$ cat config.mk
export PLATFORM = sky130hd
export DESIGN_NAME = gm3d_ctrl
export DESIGN_NICKNAME = d
export VERILOG_FILES = /design/src/hdl/gradient_magnitude_3d_stencil_assert.svh /design/src/hdl/gm3d_pkg.sv /design/src/hdl/gm3d_ctrl.sv
export SDC_FILE = /design/constraint.sdc
export NUM_CORES = 1
export LEC_CHECK = 0
export BUFFER_PORTS_ARGS = -buffer_cell sky130_fd_sc_hd__clkbuf_2
export CORE_UTILIZATION = 46
export DETAILED_ROUTE_END_ITERATION = 8
export GPL_ROUTABILITY_DRIVEN = 0
export PLACE_DENSITY_LB_ADDON = 0.15
export SYNTH_ARGS = -nofsm -noshare
export SYNTH_HDL_FRONTEND = slang
export SYNTH_SLANG_ARGS = --single-unit
$ cat constraint.sdc
create_clock -name i_clk -period 2 [get_ports i_clk]
set_input_delay 0.6 -clock i_clk [delete_from_list [all_inputs] [get_ports i_clk]]
set_output_delay 0.6 -clock i_clk [all_outputs]
set_load 0.01 [all_outputs]
$ cat src/hdl/gradient_magnitude_3d_stencil_assert.svh
// Assertion helpers for the gradient magnitude stencil.
// Both expect i_clk and i_rst_n in scope.
`ifndef GRADIENT_MAGNITUDE_3D_STENCIL_ASSERT_SVH
`define GRADIENT_MAGNITUDE_3D_STENCIL_ASSERT_SVH

// Same-cycle implication.
`define GM3D_ASSERT_IMP(lbl, ante, cons) \
    lbl: assert property (@(posedge i_clk) disable iff (!i_rst_n) (ante) |-> (cons)) \
        else $error("gm3d: same-cycle check failed");

// Next-cycle implication.
`define GM3D_ASSERT_NEXT(lbl, ante, cons) \
    lbl: assert property (@(posedge i_clk) disable iff (!i_rst_n) (ante) |=> (cons)) \
        else $error("gm3d: next-cycle check failed");

`endif

$ cat src/hdl/gm3d_pkg.sv
package gm3d_pkg;

    localparam int DEF_MAX_X       = 64;
    localparam int DEF_MAX_Y       = 64;
    localparam int DEF_SAMPLE_BITS = 16;
    localparam int MAX_Z           = 4096;

    localparam int ZW   = 12;   // plane counter
    localparam int SXW  = 7;    // size_x / size_y register
    localparam int SZW  = 13;   // size_z register
    localparam int SCW  = 16;   // step_scale register
    localparam int CFGW = 16;   // config write data
    localparam int STEPW = 6;

    typedef logic [1:0] t_cfg_idx;
    localparam t_cfg_idx CFG_SIZE_X     = 2'd0;
    localparam t_cfg_idx CFG_SIZE_Y     = 2'd1;
    localparam t_cfg_idx CFG_SIZE_Z     = 2'd2;
    localparam t_cfg_idx CFG_STEP_SCALE = 2'd3;

    localparam logic [SXW-1:0] RST_SIZE_X     = 7'd64;
    localparam logic [SXW-1:0] RST_SIZE_Y     = 7'd64;
    localparam logic [SZW-1:0] RST_SIZE_Z     = 13'd64;
    localparam logic [SCW-1:0] RST_STEP_SCALE = 16'd128;

    // neighbour slots, read in this order
    localparam logic [2:0] NB_C  = 3'd0;
    localparam logic [2:0] NB_XP = 3'd1;
    localparam logic [2:0] NB_XM = 3'd2;
    localparam logic [2:0] NB_YP = 3'd3;
    localparam logic [2:0] NB_YM = 3'd4;
    localparam logic [2:0] NB_ZM = 3'd5;
    localparam int         NB_N  = 6;

    localparam logic [STEPW-1:0] READ_LAST = 6'd6;
    localparam logic [STEPW-1:0] SQR_LAST  = 6'd11;
    localparam logic [STEPW-1:0] ROOT_LAST = 6'd32;

    typedef struct packed {
        logic             store;      // take sample, write it now, no result
        logic             calc;       // take word that yields a result
        logic             calc_up;    // that word is a sample (z+1 neighbour)
        logic             rd;         // neighbour fetch
        logic             sqr;        // sum of squares
        logic             root_init;
        logic             root_step;
        logic             emit;       // load output register
        logic [STEPW-1:0] step;
    } t_cmd;

    typedef struct packed {
        logic has_out;    // input plane above zero
        logic complete;   // last sample taken
        logic out_free;   // output register can take a word
    } t_stat;

endpackage

$ cat src/hdl/gm3d_ctrl.sv
module gm3d_ctrl (
    input  logic            i_clk,
    input  logic            i_rst_n,
    input  logic            i_in_valid,
    input  logic            i_op,
    input  gm3d_pkg::t_stat i_stat,
    output logic            o_in_ready,
    output gm3d_pkg::t_cmd  o_cmd
);
    import gm3d_pkg::*;

    localparam logic [2:0] S_IDLE = 3'd0;
    localparam logic [2:0] S_READ = 3'd1;
    localparam logic [2:0] S_SQR  = 3'd2;
    localparam logic [2:0] S_ROOT = 3'd3;
    localparam logic [2:0] S_EMIT = 3'd4;

    logic [2:0]       r_state, n_state;
    logic [STEPW-1:0] r_step, n_step;
    logic             take;

    assign o_in_ready = (r_state == S_IDLE);
    assign take       = i_in_valid && o_in_ready;

    always_comb begin
        n_state = r_state;
        n_step  = r_step + 1'b1;
        o_cmd   = '0;
        o_cmd.step = r_step;
        unique case (r_state)
            S_IDLE: begin
                n_step = '0;
                if (take && !i_op && !i_stat.complete) begin
                    if (i_stat.has_out) begin
                        o_cmd.calc    = 1'b1;
                        o_cmd.calc_up = 1'b1;
                        n_state       = S_READ;
                    end else begin
                        o_cmd.store = 1'b1;
                    end
                end else if (take && i_op && i_stat.complete) begin
                    o_cmd.calc = 1'b1;
                    n_state    = S_READ;
                end
            end
            S_READ: begin
                o_cmd.rd = 1'b1;
                if (r_step == READ_LAST) begin
                    n_state = S_SQR;
                    n_step  = '0;
                end
            end
            S_SQR: begin
                o_cmd.sqr = 1'b1;
                if (r_step == SQR_LAST) begin
                    n_state = S_ROOT;
                    n_step  = '0;
                end
            end
            S_ROOT: begin
                o_cmd.root_init = (r_step == '0);
                o_cmd.root_step = (r_step != '0);
                if (r_step == ROOT_LAST) begin
                    n_state = S_EMIT;
                    n_step  = '0;
                end
            end
            S_EMIT: begin
                n_step     = '0;
                o_cmd.emit = i_stat.out_free;
                if (i_stat.out_free) n_state = S_IDLE;
            end
            default: begin
                n_state = S_IDLE;
                n_step  = '0;
            end
        endcase
    end

    always_ff @(posedge i_clk) begin
        if (!i_rst_n) begin
            r_state <= S_IDLE;
            r_step  <= '0;
        end else begin
            r_state <= n_state;
            r_step  <= n_step;
        end
    end

endmodule

Word level (Yosys, flattened, before mapping) --
Index checks and enable logic that the tools add are counted.
Storage, ports and cells: bits in registers 9, output and inout port bits 15, word-level logic and storage cells 50
Operators by class: add/subtract/negate cells 1, equality and inequality tests 13, muxes and demuxes 23, reduce and logical (&&, ||, !) cells 11
Operators by type and width (count):
- 2-to-1 mux 3 bit | 8
- 2-to-1 mux 6 bit | 3
- one-hot mux 6 bit (3 select lines) | 1
- one-hot mux 3 bit (5 select lines) | 1
- 2-to-1 mux 1 bit | 8
- inequality test 2 bit (second input constant) | 4
- adder 6 x 1 -> 6 bit (second input constant) | 1
- equality test 3 x 2 -> 1 bit (second input constant) | 2
- equality test 6 x 3 -> 1 bit (second input constant) | 1
- equality test 6 x 4 -> 1 bit (second input constant) | 1
- equality test 6 bit (second input constant) | 1
- zero test 6 bit | 1
- AND reduction 6 bit | 1
- nonzero test 6 bit | 1
- logical AND 1 bit | 5
- 2-to-1 mux 2 bit | 2
- equality test 3 x 1 -> 1 bit (second input constant) | 1
- equality test 3 bit (second input constant) | 1
- zero test 3 bit | 1
- inequality test 3 x 1 -> 1 bit (second input constant) | 1
- inequality test 3 bit (second input constant) | 1
- zero test 1 bit | 2

Depth between registers and ports, before layout --
Gate-level depths: netlist (run 1).
depth after elaboration 7, gate-level depth with buffers 6

Worst setup path before layout (run 1) --
Ideal clock, no wire load.
path kind flip-flop to output port, from register r_state[1], to output o_cmd[11] in the netlist's numbering, arrival time 1.438 ns, required time 1.400 ns, path slack -0.038 ns, stages on the path, launching flop included 5, buffers on the path 1, cells stage by stage dfxtp_1 > buf_6 > nor3_1 > nand2_1 > nor4b_1
RTL lines:
- start, declared | line gm3d_ctrl.sv:18 | logic [2:0] r_state, n_state;
- start signal, assigned | line gm3d_ctrl.sv:85 | r_state <= n_state;
- end, declared | line gm3d_ctrl.sv:8 | output gm3d_pkg::t_cmd o_cmd

==> results of run 1 <==
==> cells in the final DEF (no fill, tap or decap), types with 3 or more instances in the layout <==
cell type  count
nand2_1        8
a21oi_1        3
nor2_1         6
nor3_1         6
ha_1           3
buf_2          3
clkbuf_4       3
dfxtp_2        3
dfxtp_1        5
clkbuf_2      18
nand3_1        3
==> power by group <==
| group | internal [mW] | switching, mW |
|---|---|---|
| registers | 0.182 | 0.00580 |
| clock network | 0.0771 | 0.0668 |
| logic | 0.0247 | 0.0340 |
==> cell families after synthesis <==
kind of cell,after synthesis,synth area share [%]
compound gates,10,14.1
simple gates,41,38.3
xor+xnor,4,5.82
buf+inv,5,5.61
fa+ha+maj,3,6.24
flops,9,29.9
==> final timing paths <==
check	to	start	depth (start not counted)
min	r_step[0]$_SDFF_PN0_	r_step[0]$_SDFF_PN0_	1
max	o_cmd[11]	r_state[0]$_SDFFE_PN0P_	4
max reg2reg	r_step[2]$_SDFF_PN0_	r_step[0]$_SDFF_PN0_	6
min reg2reg	r_step[0]$_SDFF_PN0_	r_step[0]$_SDFF_PN0_	1
==> repair_timing <==
item	CTS	global route
setup endpoints to repair	4	4
pin swaps	1	1
gates resized for setup	3	14
==> per-layer routing <==
metal  part of all wire [%]  vias to the layer above
met5                      0                        -
met3                    5.0                        0
li1                       -                      307
met1                     47                      292
met2                     48                       17
met4                      0                        0
==> state kept, by name, indices dropped and copies added, names as in the netlist <==
register  count
r_step        6
r_state       3
==> worst max-delay path: stages (launching register included) <==
cell and delay (ns):
dfxtp_4 0.38, nor3_4 0.22, nand2_2 0.11, nor4b_2 0.24, buf_2 0.16
==> cell type report <==
type	instances	area (sq um)
tap	14	17.5
clock buffer	4	26.3
timing repair buffer	22	113
multi-input combinational	58	434
inverter	3	11.3
sequential	9	188
fill	102	367
==> impl_metrics.yaml, run 1 <==
cts:
  clock_latency_ns: 0.26
  cts_tree: "yes"
  cts-root-buf: "clkbuf_4"
  h-tree-depth: 1
  cts_inserted_buffers: 3
  postCtsSetupBuffers: 0
  clk_pin_slew_worst_paths_ns: 0.06
  cts.path.max_buffers: 2
  hold_buffers: 0
  clock-sinks: 9
synth:
  syn-num-nets: 82
  synth.top_cell.area_share_pct: 29.9
  async_flop_share_pct: 0
  yosysWarningCount: 0
  syn_area_sq_um: 602
  ys_seq_elements: 9
  yosysSeqAreaShare_pct: 29.9
  synth-edff-count: 0
  ys_types: 29
  ys_top_cells_by_area: "dfxtp_1 30%, nor3_1 6.7%, ha_1 6.2%"
  synth_top_flop_cell: "dfxtp_1"
  synthTopCellsByCount: "9 x dfxtp_1, 9 x nand2_1, 8 x nor3_1, 6 x nor2_1"
  postSynthAreaPerCell_sq_um: 8.36
  synth_area_leader_cell: "dfxtp_1"
  syn_inst: 72
floorplanning:
  die_w_um: 38.2
  num_rows: 12
  ios: 22
  die-area_sq_um: 1460
  die_h_um: 38.2
  core_sq_um: 1160
  initial_core_util_pct: 52.1
timing:
  rsz0062_at_grt: "true"
  slew_headroom_pct: 70.8
  finalHoldViolCount: 0
  whs_ns: 0.456
  final_max_slew_viol_count: 0
  fmax_ghz: 0.505
  fin_crit_ns: 1.98
  setup_violations: 0
  fin_skew_ns: 0.000934
  layout_setup_ws_ns: 0.0202
  tightest_slew_ns: 0.435
  setup_tns_ns: 0
  fin_crit_sh_pct: 99.0
finish:
  finalNetCount: 107
  final_cell_area_sq_um: 790
  drive_gt1_share_pct: 43.8
  stdcell_count: 110
  final_core_util_pct: 68.3
  syn2layout_area_growth_pct: 31.2
  antenna_cells: 0
grt:
  grtUsageMet1_pct: 33.0
  use_met2_pct: 33.1
  antenna_found_initial: 0
  grt_max_degree: 11
  top_usage_layer: "met2"
  grt_pass1_vias: 508
  grt.met3_usage_pct: 8.72
  overflow: 0
  grt_pass1_wl_um: 2360
  track_usage_pct: 23.4
setup_path:
  crit_fanout: 7
  reg2reg_slack_ns: 0.41
  start_kind: "flop"
  worstSetupPathType: "flop to output pin"
  arrival_ns: 1.38
  cp.required_ns: 1.40
  end_kind: "output pin"
placement:
  dp_hpwl_um: 1010
  place_area_sq_um: 716
  post-place-ws_ns: 0.134
  port_buffers: 21
  place_inst: 106
drt:
  vias: 616
  dr.pass1.iters: 4
  drtIter0Drc: 10
  drc_errors: 0
  routed_wirelength_um: 1470
  postRouteAntennaNets: 0
  routed_via_density: 5.60
  wl_per_cell_um: 13.3
power_and_ir_drop:
  power.total_uw: 391
  powerDensity_nw_per_um2: 495
  p_leak_nw: 0.332
  peakVddDrop_uv: 480
status:
  status: "finished clean"
hold_path:
  hold_class: "flop to flop"
flow_run:
  drv_cap: 0
Power figures use the tool's default switching activity.
==> run 2, diff against run 1 <==
CORE_AREA = 2 2 39 41   (was not set)
CORE_UTILIZATION = not set   (was 46)
CTS_BUF_LIST = sky130_fd_sc_hd__clkbuf_8   (was not set)
DIE_AREA = 0 0 41 43   (was not set)
RECOVER_POWER = 100   (was not set)
==> impl_metrics.yaml, run 2 (synthesis results as in run 1) <==
finish:
  final_cell_area_sq_um: 798
  fillerInstances: 138
  antenna_cells: 0
  layout_common_cells: "20 x clkbuf_2, 9 x nand2_1, 6 x nor2_1, 6 x nor3_1, 5 x dfxtp_2"
  final_common_cell: "clkbuf_2"
  largest_reg_flops: 6
  drive_gt1_share_pct: 42.3
  largest_register: "r_step"
  finalNetCount: 108
  reg_top3: "r_step x6, r_state x3"
  syn2layout_area_growth_pct: 32.6
timing:
  fin_crit_sh_pct: 96.1
  setup_violations: 0
  fmax_ghz: 0.520
  fin_skew_ns: 0.000893
  final_max_slew_viol_count: 0
  fin_crit_ns: 1.92
  rsz0062_at_grt: "true"
  slew_headroom_pct: 75.6
  layout_setup_ws_ns: 0.0781
  setup_tns_ns: 0
  finalHoldViolCount: 0
  tightest_slew_ns: 0.363
placement:
  post-place-ws_ns: 0.112
  port_buffers: 21
  place_area_sq_um: 726
  dp_hpwl_um: 1040
power_and_ir_drop:
  p_clk_share_pct: 45.9
  switching_share_pct: 24.2
  seq_power_share_pct: 41.8
  pwr-share-comb_pct: 12.3
  switchingPower_uw: 109
  p_leak_nw: 0.340
  p_int_uw: 342
  power.total_uw: 452
  peakVddDrop_uv: 335
  powerDensity_nw_per_um2: 566
hold_path:
  hold_class: "flop to flop"
  min_to: "r_step[0]$_SDFF_PN0_"
  min_from: "r_step[0]$_SDFF_PN0_"
  hold-path-cell-count: 1
cts:
  cts-root-buf: "clkbuf_8"
  h-tree-depth: 1
  cts.path.max_buffers: 2
  clock_latency_ns: 0.23
  postCtsSetupBuffers: 0
  cts_tree: "yes"
  clock-sinks: 9
  cts_inserted_buffers: 3
  clk_pin_slew_worst_paths_ns: 0.05
setup_path:
  reg2reg_slack_ns: 0.49
  timing.rr.start: "r_step[0]$_SDFF_PN0_"
  reg2reg_depth: 6
  arrival_ns: 1.32
  end_kind: "output pin"
  crit_fanout: 7
  cp.required_ns: 1.40
  worstSetupPathType: "flop to output pin"
  r2r-end: "r_step[4]$_SDFF_PN0_"
  start_kind: "flop"
floorplanning:
  ios: 22
  num_rows: 14
  core_sq_um: 1380
  die_h_um: 43
  initial_core_util_pct: 43.5
  die_w_um: 41
  die-area_sq_um: 1760
drt:
  drc_errors: 0
  routed_via_density: 5.46
  dr.pass1.iters: 2
  vias: 617
  wl_per_cell_um: 12.6
  routed_wirelength_um: 1430
  postRouteAntennaNets: 0
  drtIter0Drc: 1
status:
  status: "finished clean"
flow_run:
  drv_cap: 0
grt:
  antenna_found_initial: 0
  overflow: 0
  grt_pass1_vias: 525
  grt_pass1_wl_um: 2150
  grt_max_degree: 10
  track_usage_pct: 18.8
## run 2: cell count changes in the layout (fill, tap and decap cells not counted), sizes merged
cell,before,now
clkbuf,22,23
buf,4,3
inv,3,4
## run 2: power by group through the flow
stage	Combinational (mW)	Clock (mW)	Sequential [mW]
after floorplan	0.0295	0	0.190
after global placement	0.0526	0	0.191
after detailed placement	0.0536	0	0.191
after CTS	0.0542	0.214	0.189
after global routing	0.0619	0.225	0.189
final	0.0554	0.207	0.189
## run 2: layout make-up
class	count	area [sq um]	area share, %
Multi-Input combinational cell	58	415	52.0
Clock buffer	3	41.3	5.17
Inverter	3	11.3	1.41
Clock inverter	1	3.75	0.470
Timing Repair Buffer	23	120	15.0
Tap cell	16	20.0	2.51
Sequential cell	9	186	23.4
## run 2: repair_timing
item,in CTS,in global routing
setup endpoints to repair,3,3
pin swaps,0,3
hold buffers,0,0
resized for setup,4,7
cloned,0,0
## run 2: worst max-delay path by stage
stage,depth (start not counted),end,from,slack [ns]
floorplan,4,o_cmd[13],r_state[1]$_SDFFE_PN0P_,0.07
global placement,5,o_cmd[12],i_stat[1],0.16
detailed placement,5,o_cmd[12],i_stat[1],0.11
CTS,5,o_cmd[7],r_step[0]$_SDFF_PN0_,0.003
global route,6,o_cmd[8],r_step[0]$_SDFF_PN0_,-0.03
finish,4,o_cmd[8],r_state[2]$_SDFFE_PN0P_,0.08
## run 2: critical path, stage by stage (launching register included)
cell and delay (ns):
dfxtp_2 0.35, nand2b_1 0.17, or2_2 0.30, nor2_1 0.12, clkbuf_2 0.15
## run 2: metal layers
layer	global-route usage [%]	wire (um)	up-vias
li1	-	-	314
met4	14.7	29	0
met1	21.6	633	283
met5	0	0	-
met3	6.28	85	4
met2	26.9	679	16
## run 2: through the flow
stage	hold slack (ns)	std cells	utilization, %
after CTS	0.514	113	56.4
final	0.450	113	57.7
after global routing	0.468	113	57.7
after floorplan	0.507	72	-
after detailed placement	0.507	109	52.4
after global placement	0.514	109	52.4
==> run 3, diff against run 2 <==
CORE_AREA = not set   (was 2 2 39 41)
CORE_UTILIZATION = 45   (was not set)
DIE_AREA = not set   (was 0 0 41 43)
==> impl_metrics.yaml, run 3 (synthesis results as in run 1) <==
status:
  status: "finished clean"
placement:
  place_area_sq_um: 716
  port_buffers: 21
  dp_hpwl_um: 954
  place_inst: 106
  post-place-ws_ns: 0.130
timing:
  fin_skew_ns: 0.00150
  fmax_ghz: 0.510
  final_max_slew_viol_count: 0
  tightest_slew_ns: 0.602
  slew_headroom_pct: 59.7
  finalHoldViolCount: 0
  setup_violations: 0
  setup_tns_ns: 0
  layout_setup_ws_ns: 0.0378
  rsz0062_at_grt: "true"
  fin_crit_sh_pct: 98.1
  fin_crit_ns: 1.96
finish:
  stdcell_count: 110
  finalNetCount: 107
  drive_gt1_share_pct: 29.2
  layout_common_cells: "13 x clkbuf_2, 9 x nand2_1, 8 x clkbuf_1"
  largest_register: "r_step"
  reg_top3: "r_step x6, r_state x3"
  largest_reg_flops: 6
  final_cell_area_sq_um: 746
  syn2layout_area_growth_pct: 23.9
  final_common_cell: "clkbuf_2"
  antenna_cells: 0
cts:
  cts-root-buf: "clkbuf_8"
  clock-sinks: 9
  cts_tree: "yes"
  clock_latency_ns: 0.24
  cts.path.max_buffers: 2
  cts_inserted_buffers: 3
  postCtsSetupBuffers: 0
  clk_pin_slew_worst_paths_ns: 0.05
  h-tree-depth: 1
  hold_buffers: 0
setup_path:
  worstSetupPathType: "flop to output pin"
  start_kind: "flop"
  crit_fanout: 7
  crit_start: "r_state[0]$_SDFFE_PN0P_"
  cp.required_ns: 1.40
  timing.rr.start: "r_step[0]$_SDFF_PN0_"
  arrival_ns: 1.36
  end_kind: "output pin"
drt:
  vias: 599
  wl_per_cell_um: 11.9
  routed_via_density: 5.45
  routed_wirelength_um: 1310
  drc_errors: 0
  postRouteAntennaNets: 0
  drtIter0Drc: 25
  dr.pass1.iters: 4
floorplanning:
  die-area_sq_um: 1490
  core_sq_um: 1170
  num_rows: 12
  initial_core_util_pct: 51.4
  die_w_um: 38.6
  ios: 22
  die_h_um: 38.6
power_and_ir_drop:
  p_leak_nw: 0.292
  seq_power_share_pct: 41.3
  pwr-share-comb_pct: 10.9
  p_clk_share_pct: 47.7
  switchingPower_uw: 116
  switching_share_pct: 25.4
  peakVddDrop_uv: 522
  power.total_uw: 456
  powerDensity_nw_per_um2: 611
  p_int_uw: 340
grt:
  grt_max_degree: 11
  overflow: 0
  grt_pass1_wl_um: 2070
  track_usage_pct: 20.5
  antenna_found_initial: 0
  grt_pass1_vias: 470
hold_path:
  min_from: "r_step[0]$_SDFF_PN0_"
  hold_class: "flop to flop"
flow_run:
  drv_cap: 0
==> run 3: changes by cell type in the layout (fill, tap and decap cells not counted), sizes merged <==
cell and delta:
buf -2, clkbuf +1, clkinv +1, inv -1
==> run 3: worst max-delay path, stage by stage (launching register included) <==
cell and delay (ns):
dfxtp_2 0.35, nor3_2 0.23, nand2_1 0.13, nor4b_2 0.25, clkbuf_2 0.17
==> run 3: metrics by stage <==
step | hold WS (ns) | util, %
2_1_floorplan | 0.507 | -
5_1_grt | 0.494 | 63.7
3_3_place_gp | 0.506 | 61.1
4_1_cts | 0.527 | 65.6
6_report | 0.462 | 63.7
3_5_place_dp | 0.521 | 61.1
==> run 3: what timing repair did <==
| item | 4_1_cts | 5_1_grt |
|---|---|---|
| endpoints found under the setup margin | 1 | 3 |
| pin swaps | 0 | 1 |
| resized for setup | 2 | 4 |
| gates cloned | 0 | 0 |
==> run 3: final timing paths <==
| path | end | slack [ns] | depth (start not counted) |
|---|---|---|---|
| worst max-delay path | o_cmd[11] | 0.04 | 4 |
| worst min-delay path | r_step[0]$_SDFF_PN0_ | 0.46 | 1 |
| worst max register to register | r_step[3]$_SDFF_PN0_ | 0.20 | 6 |
| worst min register to register | r_step[0]$_SDFF_PN0_ | 0.46 | 1 |
==> run 3: power by group through the flow <==
stage	combinational, mW	sequential (mW)	clock (mW)
final	0.0498	0.188	0.218
after global routing	0.0547	0.189	0.231
after CTS	0.0511	0.188	0.216
after detailed placement	0.0506	0.191	0
after global placement	0.0497	0.191	0
after floorplan	0.0295	0.190	0
==> run 3: per-layer routing <==
layer | vias up | global-route usage, % | wire (um) | part of all wire [%]
met5 | - | 0 | 0 | 0
met2 | 22 | 28.3 | 549 | 42
li1 | 312 | - | - | -
met1 | 262 | 28.7 | 676 | 51
met3 | 3 | 5.20 | 71 | 5.4
met4 | 0 | 10.3 | 17 | 1.3
==> run 3: final cells by class <==
type / count / area (sq um)
fill: 114 / 425
multi-input combinational: 58 / 385
sequential: 9 / 183
timing repair buffer: 22 / 103
clock buffer: 3 / 41.3
tap: 14 / 17.5
inverter: 3 / 11.3
clock inverter: 1 / 5.00
